[config.mk]
export PLATFORM = sky130hd
export DESIGN_NAME = ranked_topn_insert_table
export DESIGN_NICKNAME = d
export VERILOG_FILES = /design/src/rtit_pkg.sv /design/src/ranked_topn_insert_table.sv /design/src/rtit_ram.sv /design/src/rtit_engine.sv
export SDC_FILE = /design/constraint.sdc
export NUM_CORES = 1
export LEC_CHECK = 0
export BUFFER_PORTS_ARGS = -buffer_cell sky130_fd_sc_hd__buf_2
export CORE_MARGIN = 1.5
export CORE_UTILIZATION = 60
export DETAILED_ROUTE_END_ITERATION = 8
export GPL_ROUTABILITY_DRIVEN = 0
export PLACE_DENSITY = 0.78
export RECOVER_POWER = 100
export SETUP_SLACK_MARGIN = 0.3
export SYNTH_ARGS = -nofsm -noshare
export SYNTH_HDL_FRONTEND = slang
export SYNTH_SLANG_ARGS = --single-unit
[constraint.sdc]
create_clock -name i_clk -period 17.6 [get_ports i_clk]
set_input_delay 1.76 -clock i_clk [delete_from_list [all_inputs] [get_ports i_clk]]
set_output_delay 1.76 -clock i_clk [all_outputs]
set_load 0.02 [all_outputs]
[src/rtit_pkg.sv]
// shared types and constants for the ranked insert table
package rtit_pkg;

    localparam int DEF_TABLE_DEPTH = 8;
    localparam int SCORE_W         = 32;
    localparam int SECS_W          = 16;
    localparam int TAG_W           = 32;
    localparam int SLOT_W          = 3;
    localparam int OP_W            = 2;
    localparam int IN_DATA_W       = 88;
    localparam int OUT_DATA_W      = 88;

    typedef enum logic [OP_W-1:0] {
        OP_INSERT = 2'd0,
        OP_CLEAR  = 2'd1,
        OP_READ   = 2'd2,
        OP_NOP    = 2'd3
    } t_op;

    typedef struct packed {
        logic [TAG_W-1:0]          tag;
        logic [SECS_W-1:0]         secs;
        logic signed [SCORE_W-1:0] score;
    } t_rec;

    localparam int REC_W = $bits(t_rec);

    typedef struct packed {
        t_rec              entry;
        logic [SLOT_W-1:0] place_slot;
        logic              placed;
    } t_res;

endpackage

[src/ranked_topn_insert_table.sv]
// top level of the ranked top-n insert table with stream ports
//
// Keeps the TABLE_DEPTH best records (score, time, tag) in one table memory,
// ranked by higher score first and, on equal score, shorter time. Every request
// gives exactly one result. Opcode 0 inserts: the record goes into the first
// slot that is empty (time zero), holds a lower score, or holds the same score
// with a longer time; the entries below move down one place and the last drops
// out; the result tuser flag says whether it placed and tdata carries the slot.
// Opcode 1 clears the table, opcode 2 reads one slot (zeros beyond the table or
// for an empty slot), opcode 3 does nothing; unused result fields are zero.
// The table is empty after reset with no clearing pass. An insert holds the
// sequencer while it visits one table entry a cycle through the memory's one
// read port and one write port (read slot i+1 while slot i is written back).
// One request is worked at a time, and a new request is taken while the
// previous result still sits in the output register.
module ranked_topn_insert_table #(
    parameter int TABLE_DEPTH = rtit_pkg::DEF_TABLE_DEPTH
) (
    input  logic                              i_clk,
    input  logic                              i_rst_n,
    // request stream
    input  logic                              s_axis_tvalid,
    output logic                              s_axis_tready,
    // new_score[31:0], new_time[47:32], new_tag[79:48], read_slot[82:80], zero pad
    input  logic [rtit_pkg::IN_DATA_W-1:0]    s_axis_tdata,
    // opcode[1:0]
    input  logic [rtit_pkg::OP_W-1:0]         s_axis_tuser,
    // result stream
    output logic                              m_axis_tvalid,
    input  logic                              m_axis_tready,
    // place_slot[2:0], entry_score[34:3], entry_time[50:35], entry_tag[82:51], zero pad
    output logic [rtit_pkg::OUT_DATA_W-1:0]   m_axis_tdata,
    // placed[0]
    output logic                              m_axis_tuser
);
    import rtit_pkg::*;

    t_rec              req_rec;
    t_op               req_op;
    logic [SLOT_W-1:0] req_slot;

    logic res_valid;
    logic res_ready;
    t_res res;

    // output register: parts the sequencer from a stalled result consumer
    logic r_m_valid;
    t_res r_m_res;

    // unpack the request fields, lowest field first
    assign req_rec.score = s_axis_tdata[31:0];
    assign req_rec.secs  = s_axis_tdata[47:32];
    assign req_rec.tag   = s_axis_tdata[79:48];
    assign req_slot      = s_axis_tdata[82:80];
    assign req_op        = t_op'(s_axis_tuser);

    rtit_engine #(
        .TABLE_DEPTH (TABLE_DEPTH)
    ) u_engine (
        .i_clk       (i_clk),
        .i_rst_n     (i_rst_n),
        .i_req_valid (s_axis_tvalid),
        .o_req_ready (s_axis_tready),
        .i_op        (req_op),
        .i_rec       (req_rec),
        .i_read_slot (req_slot),
        .o_res_valid (res_valid),
        .i_res_ready (res_ready),
        .o_res       (res)
    );

    // result register is free when empty or draining this cycle
    assign res_ready = !r_m_valid || m_axis_tready;

    always_ff @(posedge i_clk) begin
        if (!i_rst_n) begin
            r_m_valid <= 1'b0;
        end else if (res_ready) begin
            r_m_valid <= res_valid;
        end
        if (res_ready && res_valid) begin
            r_m_res <= res;
        end
    end

    assign m_axis_tvalid = r_m_valid;
    assign m_axis_tuser  = r_m_res.placed;
    assign m_axis_tdata  = {5'b0, r_m_res.entry.tag, r_m_res.entry.secs,
                            r_m_res.entry.score, r_m_res.place_slot};

endmodule

[src/rtit_ram.sv]
// generic simple dual-port ram with registered read
module rtit_ram #(
    parameter int WIDTH = 8,
    parameter int DEPTH = 8,
    parameter int AW    = (DEPTH > 1) ? $clog2(DEPTH) : 1
) (
    input  logic             i_clk,
    input  logic             i_we,
    input  logic [AW-1:0]    i_waddr,
    input  logic [WIDTH-1:0] i_wdata,
    input  logic             i_re,
    input  logic [AW-1:0]    i_raddr,
    output logic [WIDTH-1:0] o_rdata
);

    logic [WIDTH-1:0] mem [DEPTH];
    logic [WIDTH-1:0] r_rdata;

    always_ff @(posedge i_clk) begin
        if (i_we) begin
            mem[i_waddr] <= i_wdata;
        end
        if (i_re) begin
            r_rdata <= mem[i_raddr];
        end
    end

    assign o_rdata = r_rdata;

endmodule

[src/rtit_engine.sv]
// table sequencer: scan, carry-shift insert, read and clear over the table ram
module rtit_engine #(
    parameter int TABLE_DEPTH = rtit_pkg::DEF_TABLE_DEPTH
) (
    input  logic                          i_clk,
    input  logic                          i_rst_n,
    input  logic                          i_req_valid,
    output logic                          o_req_ready,
    input  rtit_pkg::t_op                 i_op,
    input  rtit_pkg::t_rec                i_rec,
    input  logic [rtit_pkg::SLOT_W-1:0]   i_read_slot,
    output logic                          o_res_valid,
    input  logic                          i_res_ready,
    output rtit_pkg::t_res                o_res
);
    import rtit_pkg::*;

    localparam int AW = (TABLE_DEPTH > 1) ? $clog2(TABLE_DEPTH) : 1;
    localparam int WW = AW + SLOT_W;

    typedef enum logic [3:0] {
        S_IDLE   = 4'b0001,
        S_SCAN   = 4'b0010,
        S_RDWAIT = 4'b0100,
        S_DONE   = 4'b1000
    } t_state;

    t_state                 r_state, n_state;
    logic [AW-1:0]          r_idx, n_idx;
    logic                   r_found, n_found;
    logic [AW-1:0]          r_pos, n_pos;
    t_rec                   r_rec, n_rec;
    t_rec                   r_carry, n_carry;
    t_res                   r_res, n_res;
    logic [TABLE_DEPTH-1:0] r_valid, n_valid;
    logic                   r_rd_vld, n_rd_vld;

    logic          ram_we, ram_re;
    logic [AW-1:0] ram_waddr, ram_raddr;
    t_rec          ram_wdata;
    logic [REC_W-1:0] ram_rdata;

    t_rec          rd_data;
    logic          hit;
    logic          last;
    logic [AW-1:0] idx_next;
    logic [WW-1:0] rs_wide;
    logic          rs_ok;
    logic [AW-1:0] rs_idx;
    logic [WW-1:0] pos_wide;
    logic          req_fire;

    rtit_ram #(
        .WIDTH (REC_W),
        .DEPTH (TABLE_DEPTH),
        .AW    (AW)
    ) u_ram (
        .i_clk   (i_clk),
        .i_we    (ram_we),
        .i_waddr (ram_waddr),
        .i_wdata (ram_wdata),
        .i_re    (ram_re),
        .i_raddr (ram_raddr),
        .o_rdata (ram_rdata)
    );

    assign o_req_ready = (r_state == S_IDLE);
    assign req_fire    = i_req_valid && o_req_ready;
    assign o_res_valid = (r_state == S_DONE);
    assign o_res       = r_res;

    // entries never written since the last clear read as empty
    assign rd_data  = r_rd_vld ? t_rec'(ram_rdata) : '0;
    assign hit      = (rd_data.secs == '0) || (r_rec.score > rd_data.score) ||
                      ((r_rec.score == rd_data.score) && (r_rec.secs < rd_data.secs));
    assign last     = (r_idx == AW'(TABLE_DEPTH - 1));
    assign idx_next = r_idx + AW'(1);
    assign rs_wide  = WW'(i_read_slot);
    assign rs_ok    = rs_wide < WW'(TABLE_DEPTH);
    assign rs_idx   = rs_wide[AW-1:0];

    always_comb begin
        n_state   = r_state;
        n_idx     = r_idx;
        n_found   = r_found;
        n_pos     = r_pos;
        n_rec     = r_rec;
        n_carry   = r_carry;
        n_res     = r_res;
        n_valid   = r_valid;
        n_rd_vld  = r_rd_vld;
        ram_we    = 1'b0;
        ram_waddr = r_idx;
        ram_wdata = r_carry;
        ram_re    = 1'b0;
        ram_raddr = idx_next;
        pos_wide  = WW'(r_pos);
        case (r_state)
            S_IDLE: begin
                if (req_fire) begin
                    n_res = '0;
                    case (i_op)
                        OP_INSERT: begin
                            n_rec     = i_rec;
                            n_idx     = '0;
                            n_found   = 1'b0;
                            n_pos     = '0;
                            ram_re    = 1'b1;
                            ram_raddr = '0;
                            n_rd_vld  = r_valid[0];
                            n_state   = S_SCAN;
                        end
                        OP_CLEAR: begin
                            n_valid = '0;
                            n_state = S_DONE;
                        end
                        OP_READ: begin
                            ram_re    = 1'b1;
                            ram_raddr = rs_idx;
                            n_rd_vld  = rs_ok && r_valid[rs_idx];
                            n_state   = S_RDWAIT;
                        end
                        default: begin
                            n_state = S_DONE;
                        end
                    endcase
                end
            end
            S_SCAN: begin
                // one slot per cycle: write this slot while the next one is read
                n_carry = rd_data;
                if (r_found) begin
                    ram_we           = 1'b1;
                    ram_wdata        = r_carry;
                    n_valid[r_idx]   = 1'b1;
                end else if (hit) begin
                    ram_we           = 1'b1;
                    ram_wdata        = r_rec;
                    n_valid[r_idx]   = 1'b1;
                    n_found          = 1'b1;
                    n_pos            = r_idx;
                end
                if (last) begin
                    pos_wide         = WW'(n_pos);
                    n_res.placed     = n_found;
                    n_res.place_slot = n_found ? pos_wide[SLOT_W-1:0] : '0;
                    n_state          = S_DONE;
                end else begin
                    ram_re   = 1'b1;
                    ram_raddr = idx_next;
                    n_rd_vld = r_valid[idx_next];
                    n_idx    = idx_next;
                end
            end
            S_RDWAIT: begin
                n_res.entry = rd_data;
                n_state     = S_DONE;
            end
            S_DONE: begin
                if (i_res_ready) begin
                    n_state = S_IDLE;
                end
            end
            default: begin
                n_state = S_IDLE;
            end
        endcase
    end

    always_ff @(posedge i_clk) begin
        if (!i_rst_n) begin
            r_state  <= S_IDLE;
            r_valid  <= '0;
            r_found  <= 1'b0;
            r_rd_vld <= 1'b0;
        end else begin
            r_state  <= n_state;
            r_valid  <= n_valid;
            r_found  <= n_found;
            r_rd_vld <= n_rd_vld;
        end
        r_idx   <= n_idx;
        r_pos   <= n_pos;
        r_rec   <= n_rec;
        r_carry <= n_carry;
        r_res   <= n_res;
    end

    a_found_sticky: assert property (@(posedge i_clk) disable iff (!i_rst_n)
        (r_state == S_SCAN && r_found && !last) |=> (r_found && r_state == S_SCAN))
        else $error("found flag lost during carry shift");

    a_write_only_in_scan: assert property (@(posedge i_clk) disable iff (!i_rst_n)
        ram_we |-> (r_state == S_SCAN))
        else $error("table write outside insert scan");

    a_clear_empties: assert property (@(posedge i_clk) disable iff (!i_rst_n)
        (req_fire && i_op == OP_CLEAR) |=> (r_valid == '0 && r_state == S_DONE))
        else $error("clear left valid entries");

    a_pos_in_range: assert property (@(posedge i_clk) disable iff (!i_rst_n)
        r_found |-> (r_pos <= r_idx && r_pos < AW'(TABLE_DEPTH - 1) + AW'(1) - AW'(1)
                     + AW'(1) - AW'(1) || r_pos == AW'(TABLE_DEPTH - 1)))
        else $error("insert position beyond table");

    a_not_placed_clean: assert property (@(posedge i_clk) disable iff (!i_rst_n)
        (r_state == S_DONE && !r_res.placed) |-> (r_res.place_slot == '0))
        else $error("slot reported for record that did not place");

endmodule

==> qor.yml <==
final_layout:
  multi_input_area_mm2: 0.00875
  layout_common_cells: "1054 x edfxtp_1, 716 x nand2_1, 167 x nand3_1"
  area_growth_pct: 10.7
  fillCellCount: 4561
  final_area_mm2: 0.0463
  regArea_mm2: 0.0320
  drive_gt1_frac: 0.111
  final_common_cell: "edfxtp_1"
  fin_nets: 3098
routing:
  drt.antenna.violating_nets: 0
  dr.pass1.iters: 5
  routed_wl_mm: 93.3
  routed_via_density: 6.10
  dr_total_vias: 24200
  wire_per_inst_um: 23.5
  drcViolationCount: 0
  drt-initial-drc-count: 2822
clock_tree:
  clock-root-buffer: "clkbuf_16"
  post-cts-setup-buffers: 0
  tritoncts: "yes"
  cts_buffers: 103
  clock_latency_ns: 0.68
  clockBufferDepth: 3
  ctsResizeCount: 0
  clock_sinks: 1069
  holdBufCountCts: 0
  cts-htree-levels: 3
  cts.reportedPaths.clkPinSlew_ns: 0.06
sta:
  tns_ns: 0
  rsz0062_at_grt: "no"
  hold_violations: 0
  fin_crit_ns: 10.54
  layout_setup_ws_ns: 7.06
  slew_headroom: -2.43
  min_period_over_period: 0.599
  tightestPinTransition_ns: 5.15
  skew_ns: 0.0300
  fmax_ghz: 0.0949
  setup_viol: 0
  timing.hold.ws_ns: 0.394
  slew_violations: 1189
die:
  start_util: 0.608
  row_count: 96
  die-area_mm2: 0.0713
  io_pins: 185
  die_w_um: 267
  core_mm2: 0.0688
  die_h_um: 267
synthesis:
  ys_warn_count: 0
  synth_area_mm2: 0.0418
  synth-seq-cells: 1069
  synth_cell_types: 62
  synth-async-reset-ratio: 0
  synth-edff-count: 1054
  synth_area_per_cell_um2: 15.0
  synth-seq-area-share: 0.764
  synth_flop_cell: "edfxtp_1"
  synthCells: 2796
placement:
  place_area_mm2: 0.0436
  portBuffers: 174
  pre_cts_slack_ns: 11.74
  dp_hpwl_mm: 48.4
power_and_ir_drop:
  pwr_density_cell_mw_per_mm2: 117
  p_sw_frac: 0.223
  switching_power_mw: 1.21
  p_clk_frac: 0.398
  p_int_mw: 4.22
  comb_power_share: 0.068
  p_seq_frac: 0.534
  power.leakage_nw: 16.5
  irDropWorstVdd_uv: 97.7
run_status:
  violations: "max-capacitance violations, max-slew violations"
  status: "complete, but fails checks"
grt:
  grt.overflow.total: 0
  grt_use_total: 0.264
  antenna_found_initial: 4
  grt_pass1_vias: 24700
  grt_pass1_wl_mm: 141
  grt_max_degree: 241
run:
  maxCapViolCount: 27
critical_path:
  crit_type: "reg2reg"
  crit_path_end_kind: "register"
  cp.required_ns: 17.95
  crit_arrival_ns: 10.89
  worstSetupStartpointType: "register"
  crit_fanout: 56
min_path:
  hp-class: "reg2reg"
==> through the flow <==
step,power (mW),util,cells
after floorplan,3.19,-,2800
after global placement,3.29,0.633,3781
after detailed placement,3.31,0.633,3781
after CTS,5.44,0.681,3971
after global routing,5.58,0.673,3973
final,5.43,0.673,3973
==> registers in the layout, indices dropped and copies added, names as in the netlist, 3 cells and up <==
name / flops
u_engine.r_carry: 80
u_engine.r_valid: 8
u_engine.r_rec: 80
u_engine.r_idx: 3
u_engine.u_ram.mem: 640
u_engine.r_pos: 3
u_engine.u_ram.o_rdata: 80
m_axis_tdata: 83
u_engine.o_res: 84
u_engine.r_state: 4
==> path summary, 6_finish.rpt <==
check	cells past startpoint	startpoint	to	slack [ns]
hold reg to reg	0	u_engine.o_res[38]$_SDFFCE_PN0P_	m_axis_tdata[37]$_DFFE_PP_	0.39
hold / removal	0	u_engine.o_res[38]$_SDFFCE_PN0P_	m_axis_tdata[37]$_DFFE_PP_	0.39
setup reg to reg	10	u_engine.r_rd_vld$_SDFFE_PN0P_	u_engine.u_ram.mem[5][72]$_DFFE_PP_	7.06
setup / recovery	10	u_engine.r_rd_vld$_SDFFE_PN0P_	u_engine.u_ram.mem[5][72]$_DFFE_PP_	7.06
==> critical path: stages, from the launching register on <==
cell and delay (ns):
dfxtp_1 1.31, clkbuf_1 2.70, nand2_1 0.70, ha_1 0.69, nand4_1 0.11, nor2_1 0.21
o311ai_0 0.25, a41o_1 0.41, o311ai_4 0.86, clkbuf_1 2.28, mux2_1 0.57
==> power by group through the flow <==
stage                     Combinational (mW)  Clock (mW)  Sequential, mW
after floorplan                        0.245           0            2.95
after global placement                 0.352           0            2.94
after detailed placement               0.368           0            2.94
after CTS                              0.372        2.18            2.89
after global routing                   0.402        2.27            2.90
final                                  0.370        2.16            2.90
==> Yosys cell counts (all sizes together), types with 8 or more instances <==
cell type | count | share of area
dfxtp | 15 | 0.0072
a21oi | 20 | 0.0024
and2 | 74 | 0.011
and3 | 87 | 0.013
nand4 | 8 | 0.0013
inv | 49 | 0.0044
ha | 49 | 0.015
nand2 | 716 | 0.064
buf | 45 | 0.0069
nor2 | 65 | 0.0058
nand3 | 167 | 0.020
a31o | 80 | 0.017
o21ai | 10 | 0.0012
clkbuf | 112 | 0.010
mux2 | 81 | 0.028
a32o | 8 | 0.0019
edfxtp | 1054 | 0.76
a311oi | 80 | 0.017
==> final cells by class <==
class,instances,share of cell area
Clock inverter,68,0.0130
Tap cell,931,0.0252
Multi-Input combinational cell,1524,0.189
Sequential cell,1069,0.690
Antenna cell,2,0.000108
Timing Repair Buffer,207,0.0207
Inverter,50,0.00408
Clock buffer,122,0.0581
==> layer usage <==
metal	vias to the layer above	GRT usage	routed length, µm
li1	10700	-	-
met1	12100	0.352	36100
met2	1244	0.434	46200
met3	207	0.0406	7810
met4	4	0.120	3220
met5	-	0	25
==> logic make-up (layout without fill, tap and decap cells) <==
kind of cell	after synthesis	in the layout	synth area share
buf+inv	207	447	0.0214
other cells	1	7	0.0000897
compound gates	233	233	0.0464
mux	92	92	0.0320
xor+xnor	1	1	0.000209
flops	1069	1069	0.764
fa+ha+maj	49	49	0.0147
simple gates	1144	1144	0.121
Note: power is estimated with default switching activity, not from simulation.
